--- src/rtl/core/assert_macros.svh ---
// ----------------------------------------------------------------------------
// assertion macros
// shared property wrappers, clocked on clk_i and disabled during reset
// ----------------------------------------------------------------------------
`ifndef ASSERT_MACROS_SVH
`define ASSERT_MACROS_SVH

// same-cycle implication
`define ASSERT_IMPL(label, ante, cons) \
  label: assert property (@(posedge clk_i) disable iff (!rst_ni) (ante) |-> (cons)) \
    else $error("assertion failed");

// next-cycle implication
`define ASSERT_NEXT(label, ante, cons) \
  label: assert property (@(posedge clk_i) disable iff (!rst_ni) (ante) |=> (cons)) \
    else $error("assertion failed");

`endif

--- src/rtl/core/tsp_pkg.sv ---
// ----------------------------------------------------------------------------
// tsp_pkg
// shared types and constants of the timer to sample position unit
// ----------------------------------------------------------------------------
package tsp_pkg;

  // field widths
  localparam int unsigned TimerW   = 16;
  localparam int unsigned CpsW     = 26;
  localparam int unsigned DataW    = 32;
  localparam int unsigned FuncW    = 2;
  localparam int unsigned CfgIdxW  = 2;
  // ticks are scaled by 1024
  localparam int unsigned TickShift = 10;
  // radix-2 divider
  localparam int unsigned DivSteps = DataW;
  localparam int unsigned DivCntW  = $clog2(DivSteps + 1);

  // request kinds
  localparam logic [FuncW-1:0] FUNC_QUERY    = 2'd0;
  localparam logic [FuncW-1:0] FUNC_UPDATE   = 2'd1;
  localparam logic [FuncW-1:0] FUNC_LEFTOVER = 2'd2;

  // configuration register indexes
  localparam logic [CfgIdxW-1:0] REG_STREAM_ACTIVE = 2'd0;
  localparam logic [CfgIdxW-1:0] REG_AUTO_MODE     = 2'd1;
  localparam logic [CfgIdxW-1:0] REG_AUTO_PERIOD   = 2'd2;
  localparam logic [CfgIdxW-1:0] REG_CLOCKS        = 2'd3;

  localparam logic [CpsW-1:0] CLOCKS_RESET = 26'd2;

  // sequencer states
  typedef enum logic [2:0] {
    ST_IDLE,
    ST_DIV,
    ST_MUL,
    ST_ACC,
    ST_EMIT
  } seq_state_e;

  // divider status
  typedef struct packed {
    logic busy;
    logic done;
  } div_stat_t;

endpackage

--- src/rtl/core/timer_to_sample_position_unit.sv ---
// ----------------------------------------------------------------------------
// timer_to_sample_position_unit
// turns elapsed timer ticks into audio sample counts with a fractional carry
// ----------------------------------------------------------------------------
//  channel   | direction | content
//  s_axis    | in        | tuser: func; tdata: timer_value, leftover_samples
//  m_axis    | out       | tdata: sample_count
//  cfg       | in        | write-only registers, index 0..3
//
//  while the stream is active, update requests and non-auto query requests use
//  the shared radix-2 divider: it loads at acceptance, runs 32 steps, then the
//  result is finished and emitted. leftover requests multiply, accumulate, emit.
//  s_axis_tready is high only while the sequencer is idle; a result waiting
//  on m_axis does not stop the next request, only its own emit.
//  reset clears the control and block state and loads the register defaults.
// ----------------------------------------------------------------------------
`include "assert_macros.svh"

module timer_to_sample_position_unit (
  input  logic                              clk_i,
  input  logic                              rst_ni,
  // configuration
  input  logic                              cfg_we_i,
  input  logic [tsp_pkg::CfgIdxW-1:0]       cfg_idx_i,
  input  logic [tsp_pkg::CpsW-1:0]          cfg_data_i,
  // requests
  input  logic                              s_axis_tvalid,
  output logic                              s_axis_tready,
  input  logic [31:0]                       s_axis_tdata,  // timer_value, leftover_samples
  input  logic [tsp_pkg::FuncW-1:0]         s_axis_tuser,  // func
  // results
  output logic                              m_axis_tvalid,
  input  logic                              m_axis_tready,
  output logic [tsp_pkg::DataW-1:0]         m_axis_tdata   // sample_count
);

  // configuration registers
  logic                        active_q;
  logic                        auto_q;
  logic [tsp_pkg::TimerW-1:0]  period_q;
  logic [tsp_pkg::CpsW-1:0]    clocks_q;

  // block state
  logic [tsp_pkg::TimerW-1:0]  prev_q, prev_d;
  logic [tsp_pkg::DataW-1:0]   frac_q, frac_d;
  logic [tsp_pkg::DataW-1:0]   total_q, total_d;

  // request and result holding
  tsp_pkg::seq_state_e         state_q, state_d;
  logic [tsp_pkg::FuncW-1:0]   func_q, func_d;
  logic [tsp_pkg::TimerW-1:0]  timer_q, timer_d;
  logic [tsp_pkg::TimerW-1:0]  left_q, left_d;
  logic [tsp_pkg::DataW-1:0]   prod_q, prod_d;
  logic [tsp_pkg::DataW-1:0]   res_q, res_d;
  logic                        out_valid_q, out_valid_d;
  logic [tsp_pkg::DataW-1:0]   out_data_q, out_data_d;

  logic [tsp_pkg::FuncW-1:0]   in_func;
  logic [tsp_pkg::TimerW-1:0]  in_timer;
  logic [tsp_pkg::TimerW-1:0]  in_left;
  logic                        in_acc;
  logic [tsp_pkg::TimerW-1:0]  ticks;
  logic [tsp_pkg::DataW-1:0]   dividend;
  logic                        div_start;
  tsp_pkg::div_stat_t          div_stat;
  logic [tsp_pkg::DataW-1:0]   quo;
  logic [tsp_pkg::DataW-1:0]   rem;
  logic [tsp_pkg::DataW-1:0]   clocks_ext;
  logic [tsp_pkg::DataW-1:0]   frac_carry;
  logic [41:0]                 prod_full;

  assign in_func  = s_axis_tuser;
  assign in_timer = s_axis_tdata[15:0];
  assign in_left  = s_axis_tdata[31:16];
  assign in_acc   = s_axis_tvalid && s_axis_tready;
  assign s_axis_tready = (state_q == tsp_pkg::ST_IDLE);

  // elapsed ticks; the 16-bit wrap covers the 65536 correction
  assign ticks    = auto_q ? period_q : (in_timer - prev_q);
  assign dividend = {{(tsp_pkg::DataW - tsp_pkg::TimerW - tsp_pkg::TickShift){1'b0}},
                     ticks, {tsp_pkg::TickShift{1'b0}}} + frac_q;

  assign clocks_ext = {{(tsp_pkg::DataW - tsp_pkg::CpsW){1'b0}}, clocks_q};
  // remainder plus the two dropped quotient bits times clocks
  assign frac_carry = rem
                    + (quo[0] ? clocks_ext : '0)
                    + (quo[1] ? {clocks_ext[tsp_pkg::DataW-2:0], 1'b0} : '0);
  assign prod_full  = left_q * clocks_q;

  // shared divider
  tsp_div u_div (
    .clk_i       (clk_i),
    .rst_ni      (rst_ni),
    .start_i     (div_start),
    .dividend_i  (dividend),
    .divisor_i   (clocks_q),
    .stat_o      (div_stat),
    .quotient_o  (quo),
    .remainder_o (rem)
  );

  // sequencer
  always_comb begin
    state_d     = state_q;
    func_d      = func_q;
    timer_d     = timer_q;
    left_d      = left_q;
    prod_d      = prod_q;
    res_d       = res_q;
    prev_d      = prev_q;
    frac_d      = frac_q;
    total_d     = total_q;
    out_valid_d = out_valid_q && !m_axis_tready;
    out_data_d  = out_data_q;
    div_start   = 1'b0;
    unique case (state_q)
      tsp_pkg::ST_IDLE: begin
        if (in_acc) begin
          func_d  = in_func;
          timer_d = in_timer;
          left_d  = in_left;
          res_d   = '0;
          state_d = tsp_pkg::ST_EMIT;
          if (active_q) begin
            priority if (in_func == tsp_pkg::FUNC_UPDATE ||
                         (in_func == tsp_pkg::FUNC_QUERY && !auto_q)) begin
              div_start = 1'b1;
              state_d   = tsp_pkg::ST_DIV;
            end else if (in_func == tsp_pkg::FUNC_LEFTOVER) begin
              state_d = tsp_pkg::ST_MUL;
            end else begin
              state_d = tsp_pkg::ST_EMIT;
            end
          end
        end
      end
      tsp_pkg::ST_DIV: begin
        if (div_stat.done) begin
          state_d = tsp_pkg::ST_EMIT;
          if (func_q == tsp_pkg::FUNC_UPDATE) begin
            res_d   = {quo[tsp_pkg::DataW-1:2], 2'b00};
            total_d = total_q + {quo[tsp_pkg::DataW-1:2], 2'b00};
            frac_d  = frac_carry;
            if (!auto_q) begin
              prev_d = timer_q;
            end
          end else begin
            res_d = total_q + quo;
          end
        end
      end
      tsp_pkg::ST_MUL: begin
        prod_d  = prod_full[tsp_pkg::DataW-1:0];
        state_d = tsp_pkg::ST_ACC;
      end
      tsp_pkg::ST_ACC: begin
        frac_d  = frac_q + prod_q;
        state_d = tsp_pkg::ST_EMIT;
      end
      tsp_pkg::ST_EMIT: begin
        if (!out_valid_q || m_axis_tready) begin
          out_valid_d = 1'b1;
          out_data_d  = res_q;
          state_d     = tsp_pkg::ST_IDLE;
        end
      end
      default: begin
        state_d = tsp_pkg::ST_IDLE;
      end
    endcase
  end

  // configuration writes
  always_ff @(posedge clk_i or negedge rst_ni) begin
    if (!rst_ni) begin
      active_q <= 1'b0;
      auto_q   <= 1'b0;
      period_q <= '0;
      clocks_q <= tsp_pkg::CLOCKS_RESET;
    end else if (cfg_we_i) begin
      unique case (cfg_idx_i)
        tsp_pkg::REG_STREAM_ACTIVE: active_q <= cfg_data_i[0];
        tsp_pkg::REG_AUTO_MODE:     auto_q   <= cfg_data_i[0];
        tsp_pkg::REG_AUTO_PERIOD:   period_q <= cfg_data_i[tsp_pkg::TimerW-1:0];
        tsp_pkg::REG_CLOCKS:        clocks_q <= cfg_data_i;
        default: ;
      endcase
    end
  end

  // control and state registers
  always_ff @(posedge clk_i or negedge rst_ni) begin
    if (!rst_ni) begin
      state_q     <= tsp_pkg::ST_IDLE;
      out_valid_q <= 1'b0;
      prev_q      <= '0;
      frac_q      <= '0;
      total_q     <= '0;
    end else begin
      state_q     <= state_d;
      out_valid_q <= out_valid_d;
      prev_q      <= prev_d;
      frac_q      <= frac_d;
      total_q     <= total_d;
    end
  end

  // payload registers
  always_ff @(posedge clk_i) begin
    func_q     <= func_d;
    timer_q    <= timer_d;
    left_q     <= left_d;
    prod_q     <= prod_d;
    res_q      <= res_d;
    out_data_q <= out_data_d;
  end

  assign m_axis_tvalid = out_valid_q;
  assign m_axis_tdata  = out_data_q;

  // divider only runs for a request in the divide state
  `ASSERT_IMPL(a_div_owned, div_stat.busy, state_q == tsp_pkg::ST_DIV)
  // an active update request always starts the divider
  `ASSERT_NEXT(a_update_divides,
               in_acc && active_q && in_func == tsp_pkg::FUNC_UPDATE, div_stat.busy)
  // leaving the emit state presents a result
  `ASSERT_NEXT(a_emit_shows,
               state_q == tsp_pkg::ST_EMIT && state_d == tsp_pkg::ST_IDLE, m_axis_tvalid)

endmodule

--- src/rtl/core/tsp_div.sv ---
// ----------------------------------------------------------------------------
// tsp_div
// radix-2 restoring divider, one quotient bit per cycle
// ----------------------------------------------------------------------------
module tsp_div (
  input  logic                          clk_i,
  input  logic                          rst_ni,
  input  logic                          start_i,
  input  logic [tsp_pkg::DataW-1:0]     dividend_i,
  input  logic [tsp_pkg::CpsW-1:0]      divisor_i,
  output tsp_pkg::div_stat_t            stat_o,
  output logic [tsp_pkg::DataW-1:0]     quotient_o,
  output logic [tsp_pkg::DataW-1:0]     remainder_o
);

  logic [tsp_pkg::DataW-1:0]   rem_q, rem_d;
  logic [tsp_pkg::DataW-1:0]   quo_q, quo_d;
  logic [tsp_pkg::DivCntW-1:0] cnt_q, cnt_d;
  logic                        busy_q, busy_d;
  logic                        done_q, done_d;
  logic [tsp_pkg::DataW-1:0]   shifted;
  logic [tsp_pkg::DataW-1:0]   divisor_ext;
  logic                        fits;

  // one shift, compare and subtract step
  assign shifted     = {rem_q[tsp_pkg::DataW-2:0], quo_q[tsp_pkg::DataW-1]};
  assign divisor_ext = {{(tsp_pkg::DataW - tsp_pkg::CpsW){1'b0}}, divisor_i};
  assign fits        = (shifted >= divisor_ext);

  // step control
  always_comb begin
    rem_d  = rem_q;
    quo_d  = quo_q;
    cnt_d  = cnt_q;
    busy_d = busy_q;
    done_d = 1'b0;
    if (start_i) begin
      rem_d  = '0;
      quo_d  = dividend_i;
      cnt_d  = tsp_pkg::DivCntW'(tsp_pkg::DivSteps);
      busy_d = 1'b1;
    end else if (busy_q) begin
      rem_d = fits ? (shifted - divisor_ext) : shifted;
      quo_d = {quo_q[tsp_pkg::DataW-2:0], fits};
      cnt_d = cnt_q - tsp_pkg::DivCntW'(1);
      if (cnt_q == tsp_pkg::DivCntW'(1)) begin
        busy_d = 1'b0;
        done_d = 1'b1;
      end
    end
  end

  // control registers
  always_ff @(posedge clk_i or negedge rst_ni) begin
    if (!rst_ni) begin
      cnt_q  <= '0;
      busy_q <= 1'b0;
      done_q <= 1'b0;
    end else begin
      cnt_q  <= cnt_d;
      busy_q <= busy_d;
      done_q <= done_d;
    end
  end

  // datapath registers
  always_ff @(posedge clk_i) begin
    rem_q <= rem_d;
    quo_q <= quo_d;
  end

  assign stat_o.busy  = busy_q;
  assign stat_o.done  = done_q;
  assign quotient_o   = quo_q;
  assign remainder_o  = rem_q;

endmodule
--- config.mk ---
export PLATFORM = sky130hd
export DESIGN_NAME = timer_to_sample_position_unit
export DESIGN_NICKNAME = d
export VERILOG_FILES = /design/src/rtl/core/tsp_pkg.sv /design/src/rtl/core/timer_to_sample_position_unit.sv /design/src/rtl/core/tsp_div.sv
export VERILOG_INCLUDE_DIRS = /design/src /design/src/rtl/core
export SDC_FILE = /design/constraint.sdc
export NUM_CORES = 2
export LEC_CHECK = 0
export BUFFER_PORTS_ARGS = -buffer_cell sky130_fd_sc_hd__buf_2
export CAP_MARGIN = 15
export CORE_MARGIN = 1.5
export CORE_UTILIZATION = 45
export CTS_BUF_LIST = sky130_fd_sc_hd__clkbuf_8
export DETAILED_ROUTE_END_ITERATION = 12
export PLACE_DENSITY = 0.62
export SLEW_MARGIN = 5
export SYNTH_ARGS = -nofsm -noshare
export SYNTH_HDL_FRONTEND = slang
export SYNTH_SLANG_ARGS = --single-unit
--- constraint.sdc ---
create_clock -name clk_i -period 12.14 [get_ports clk_i]
set_clock_uncertainty 0.2 [all_clocks]
set_input_delay 1.214 -clock clk_i [delete_from_list [all_inputs] [get_ports clk_i]]
set_output_delay 1.214 -clock clk_i [all_outputs]
set_load 0.005 [all_outputs]
Yosys cells after proc, flatten, opt, wreduce, memory -nomap -nowiden

Index checks and enable logic that the tools add are counted.
W data, S select, Z words.

Equal/unequal tests: 15
Divide/modulo/power cells: 0
Muxes and demuxes: 34
Reduce and logical (&&, ||, !) cells: 25
Add/sub/neg operators: 9
Bitwise logic cells: 1
Shift operators: 0
Multiply operators: 1
Magnitude comparators: 1

Operators with widths:

| cell                 | number |
|---|---|
| $mux W32             | 8 |
| $pmux W32 S2         | 2 |
| $add A32 B32 Y32     | 3 |
| $add A26 B32 Y32     | 1 |
| $add A32 B26 Y32     | 1 |
| $add A32 B27 Y32     | 1 |
| $ge A32 B26 Y1       | 1 |
| $mul A16 B26 Y32     | 1 |
| $sub A32 B26 Y32     | 1 |
| $mux W27             | 1 |
| $mux W26             | 1 |
| $mux W3              | 6 |
| $mux W16             | 1 |
| $sub A16 B16 Y16     | 1 |
| $pmux W3 S5          | 1 |
| $mux W1              | 12 |
| $mux W6              | 2 |
| $reduce_and A2 Y1    | 6 |
| $reduce_and A3 Y1    | 4 |
| $eq A2 B1 Y1 const B | 3 |
| $eq A2 B2 Y1 const B | 3 |
| $eq A3 B2 Y1 const B | 2 |
| $eq A6 B1 Y1 const B | 1 |
| $reduce_bool A2 Y1   | 3 |
| 12 further kinds     | 20 |

Latch bits: 0
Memory bits (read-only): 0
Register bits after elaboration: 330
Memories kept: 0
Input port bits: 67
Word-level logic and storage cells: 106
Bits in writable memories: 0

Logic depth before layout (Yosys ltp)

Depth in word-level cells: 8
Depth in mapped cells: 25
Depth with buffers taken out: 24

By module

Synthesis repeated with hierarchy kept, for this count alone.

Cell total of the unflattened synthesis: 3361
Area, all modules: 31671.6 um^2

By module, submodules not included:

| module                        | times used | area each (um^2) | cells each |
|---|---|---|---|
| timer_to_sample_position_unit | 1          | 26913.3          | 2847 |
| tsp_div                       | 1          | 4758.3           | 514 |

Worst setup path after synthesis

No wires, ideal clock.

Kind: reg2reg
From: register left_q[7] (netlist name)
To: register prod_q[30] (netlist name) (data pin)
Data required time: 11682 ps
Path buffers: 1
Setup slack: 5895 ps
Setup time: 258 ps
Period minus slack after synthesis: 6245 ps
Stages on the path, launching flop included: 25
Arrival: 5787 ps
Cells stage by stage: edfxtp_1 clkbuf_1 nand2_1 fa_1 inv_1 fa_1 inv_1 fa_1 inv_1 fa_1 fa_1 inv_1 fa_1 inv_1 ha_1 a21o_1 a21o_1 a21o_1 a21oi_1 nor2_1 o21ai_0 a31oi_1 or2_2 a31oi_1 xnor2_1

Word-level cells in the longest chain between the ends: 1

Ends and longest elaborated chain:

| what                    | line                                 | source |
|---|---|---|
| from (decl)             | timer_to_sample_position_unit.sv:52  | `logic [tsp_pkg::TimerW-1:0] left_q, left_d;` |
| from (signal assigned)  | timer_to_sample_position_unit.sv:212 | `left_q <= left_d;` |
| $mul A16 B26 Y32        | timer_to_sample_position_unit.sv:88  | `assign prod_full = left_q * clocks_q;` |
| named net prod_full[30] | timer_to_sample_position_unit.sv:70  | `logic [41:0] prod_full;` |
| to (signal assigned)    | timer_to_sample_position_unit.sv:213 | `prod_q <= prod_d;` |
| to (decl)               | timer_to_sample_position_unit.sv:53  | `logic [tsp_pkg::DataW-1:0] prod_q, prod_d;` |

The timed path passes the listed nets, and every way through them passes these cells.
A chain may end at the register's enable or synchronous reset.

Worst setup path after layout

From: register left_q[2] (netlist name)
To: register prod_q[31] (netlist name) (data pin)

Same word-level chain as after synthesis.

==> metrics.md <==
| Metric | Value |
|---|---|
| Required time at the worst-slack endpoint | `around 12 ns` |
| Post-route ant nets | `0` |
| Post-cts hold buffer count | `0` |
| Total routing resource utilization after global routing | `0.239` |
| WS Path Type | `register to register` |
| Maximum number of pins on one net before global-route repair | `72` |
| Top achievable clock speed | `around 140 MHz` |
| Slowest Stage Delay on Critical Path | `~1.2 ns` |
| Worst min path class | `register to register` |
| Post-synthesis sequential element count | `roughly 330` |
| Finish-stage setup viols | `0` |
| Max clock buf depth | `3` |
| Number of sinks handled by clock tree synthesis | `around 330` |
| Final min period | `approximately 7.2 ns` |
| Number of antenna violations at the first check in global routing | `1` |
| Iteration-0 DRC Markers | `approximately 1500` |
| Mean cell area of the mapped netlist | `around 9.2 µm²` |
| Clock Tree Root | `clkbuf_8` |
| Largest fanout on the critical path | `26` |
| Cells after synthesis | `between 3000 and 4000` |
| Xor and xnor fraction of the mapped netlist area | `0.0471` |
| Synthesis-to-finish area growth | `8.81%` |
| Number of max-slew violations in the final report | `0` |
| Routed Wire Length | `about 83 mm` |
| Result of the run | `finished clean` |
| Post-synthesis mux area share | `0.0235` |
| Via count of the first global-routing pass | `24100` |
| Maximum level of the CTS H-tree | `3` |
| Overflow left after global routing | `0` |
| Most frequent cell on the critical path | `fa_1` |
| Share of synthesized flip-flops with an asynchronous set or reset | `0.409` |
| Worst-path cell with the longest stage delay | `edfxtp_1` |
| Final-stage net count | `about 4000` |
| Post_cts resized | `0` |
| TritonCTS clock tree | `done` |
| Worst path cell trace | `nand2_1 -> fa_1 -> fa_1 -> fa_1 -> inv_1 -> fa_1 -> fa_1 -> inv_1 -> fa_1 -> inv_1 -> ha_1 -> nand3_1 -> or2_2 -> a311o_1 -> a31oi_1 -> o21ai_0 -> o21bai_1 -> a21oi_1 -> xnor2_1` |
| Leading cell types in the layout, fill and taps excluded | `570 x nand2_1, 505 x inv_1, 322 x fa_1, 221 x ha_1, 180 x a21oi_1` |
| Routed via count divided by cell count | `about 5.3` |
| DR pass1 iterations | `5` |
| Simple logic cell fraction of the synthesized area | `0.153` |
| Worst slew margin | `0.176` |
| Drt drc | `0` |
| Detailed Place HPWL | `a little over 60 mm` |
| Main combinational cell family by area after synthesis | `adder cells` |
| Yosys warning count | `0` |
| Startpoint Class | `register` |
| # IOs | `approximately 100` |
| Predominant post-synthesis flop cell | `edfxtp_1` |
| Worst-Skew Late Latency | `between 0.6 and 0.7 ns` |
| Number of nets produced by synthesis | `about 4000` |
| Routed len/inst | `18.6 µm` |
| Die Height | `268 µm` |
| Compound-Gate Fraction of Synth Area | `0.129` |
| Die W | `about 270 µm` |
| Count of input and output buffers | `100` |
| Synthesized-area fraction occupied by adder cells | `0.292` |
| Ratio of cells with drive above 1 in the final layout | `0.0901` |
| First-pass GRT wire length | `~130 mm` |
| Accumulated negative setup slack | `0 ns` |
| Core Footprint | `a little under 70000 µm²` |
| Overall via count from detail_route | `~24000` |
| Initial standard-cell utilization of the core | `0.457` |
| Synth unique cells | `78` |
| Number of max-cap violations | `0` |
| Crit path arrival time | `approximately 7.4 ns` |
| Post-CTS Setup Repair Bufs | `0` |
| Final hold violation count | `0` |
| Area of the mapped netlist | `between 30000 and 40000 µm²` |
| Critical path capture point type | `register` |
| Area of the die | `slightly above 70000 µm²` |
| Ratio of final minimum period to clock period | `0.590` |
| EDFF count, synth | `about 160` |
| Number of buffers added by the clock tree synthesis step | `67` |
| Most common library cell in the layout ignoring fill and taps | `nand2_1` |
| Setup repair after global routing missed its margin | `false` |
| Actual slew at the worst max-slew pin | `around 1.2 ns` |
| Number of core rows | `96` |
| Clock input transition at the sequential cells of the worst setup and hold paths | `0.06 ns` |
| Routability-driven placement congestion ratio | `between 0.9 and 1` |
| Sequential share of the synthesized area | `0.281` |
==> cell type report <==
cell class	count	area (µm²)
Multi-Input combinational cell	2476	20400
Sequential cell	328	8860
Clock buffer	77	1060
Fill cell	6573	34700
Inverter	481	1810
Antenna cell	1	2.50
Timing Repair Buffer	143	826
Clock inverter	47	283
Tap cell	931	1160
==> per-layer routing <==
layer | vias up | part of all wire | global-route usage
met5 | - | 0 | 0
met4 | 0 | 0.024 | 0.0649
met3 | 127 | 0.051 | 0.0346
met1 | 11800 | 0.45 | 0.320
met2 | 613 | 0.48 | 0.405
li1 | 11400 | - | -
==> worst paths after layout <==
path | start | end | slack, ns | cells past startpoint
max in group asynchronous | rst_ni | period_q[6]$_DFFE_PN0P_ | 10.34 | 2
worst min-delay path | res_q[21]$_SDFFCE_PP0P_ | m_axis_tdata[21]$_DFFE_PP_ | 0.21 | 0
worst max register to register | left_q[2]$_DFFE_PP_ | prod_q[31]$_DFFE_PP_ | 4.98 | 19
min in group asynchronous | rst_ni | frac_q[27]$_DFFE_PN0P_ | 0.28 | 1
worst max-delay path | left_q[2]$_DFFE_PP_ | prod_q[31]$_DFFE_PP_ | 4.98 | 19
worst min register to register | res_q[21]$_SDFFCE_PP0P_ | m_axis_tdata[21]$_DFFE_PP_ | 0.21 | 0
==> kinds of logic after synthesis <==
logic type,count (synthesis)
simple gates,1056
compound gates,639
buf+inv,634
fa+ha+maj,543
flops,328
xor+xnor,170
mux,68
==> sequential cells by signal, indices dropped and copies added, names as in the netlist, 2 cells and up <==
| register | count |
|---|---|
| total_q | 30 |
| res_q | 32 |
| left_q | 16 |
| m_axis_tdata | 32 |
| prod_q | 32 |
| period_q | 16 |
| clocks_q | 26 |
| u_div.quotient_o | 32 |
| prev_q | 16 |
| timer_q | 16 |
| frac_q | 32 |
| state_q | 3 |
| u_div.remainder_o | 32 |
| func_q | 2 |
| u_div.cnt_q | 6 |
==> worst max-delay path: cells and delay by family, from the launching register on <==
family	cells	cell delay, ns
AOI/OAI and AO/OA	5	1.20
xor gates and xnor gates	1	0.13
adders and majority gates	7	3.40
buffers and inverters	3	0.14
DFF	1	1.17
and+or+nand+nor	3	0.67
==> stage by stage <==
| stage | util | instances | instance area [µm²] | hold slack (ns) | worst slack, ns |
|---|---|---|---|---|---|
| 6_report | 0.498 | 4484 | 34400 | 0.214 | 4.98 |
| 5_1_grt | 0.498 | 4484 | 34400 | 0.215 | 4.74 |
| 4_1_cts | 0.497 | 4482 | 34400 | 0.212 | 5.04 |
| 3_5_place_dp | 0.478 | 4358 | 33000 | 0.205 | 5.04 |
| 3_3_place_gp | 0.478 | 4358 | 33000 | 0.200 | 5.19 |
| 2_1_floorplan | - | 3438 | 31600 | 0.200 | 5.90 |
==> synthesized netlist by cell type (9+ instances only) <==
library cell	n	area (µm²)
nand3_1	35	175
clkbuf_1	138	518
a21o_1	61	458
xor2_1	51	447
inv_1	481	1810
mux2i_1	18	180
nor2_1	123	462
edfxtp_1	162	4860
dfxtp_1	32	641
nand2b_1	26	163
o21a_1	21	158
a21oi_1	180	901
and2_1	146	913
o22ai_1	13	81.3
nand4_1	12	75.1
o21ai_0	170	851
and3_1	23	144
or3_1	17	106
fa_1	322	6450
a211o_1	9	78.8
nand2_1	571	2140
mux2_2	50	563
o31ai_1	10	75.1
o21bai_1	27	203
or2_2	10	62.6
a31oi_1	21	131
dfrtp_1	133	3330
ha_1	221	2770
buf_1	9	33.8
nor3_1	40	200
a211oi_1	41	308
xnor2_1	119	1040
nor2b_1	25	156
Power is not shown: default switching activity piles up to over one toggle a cycle in this logic, so the estimate is an artifact.
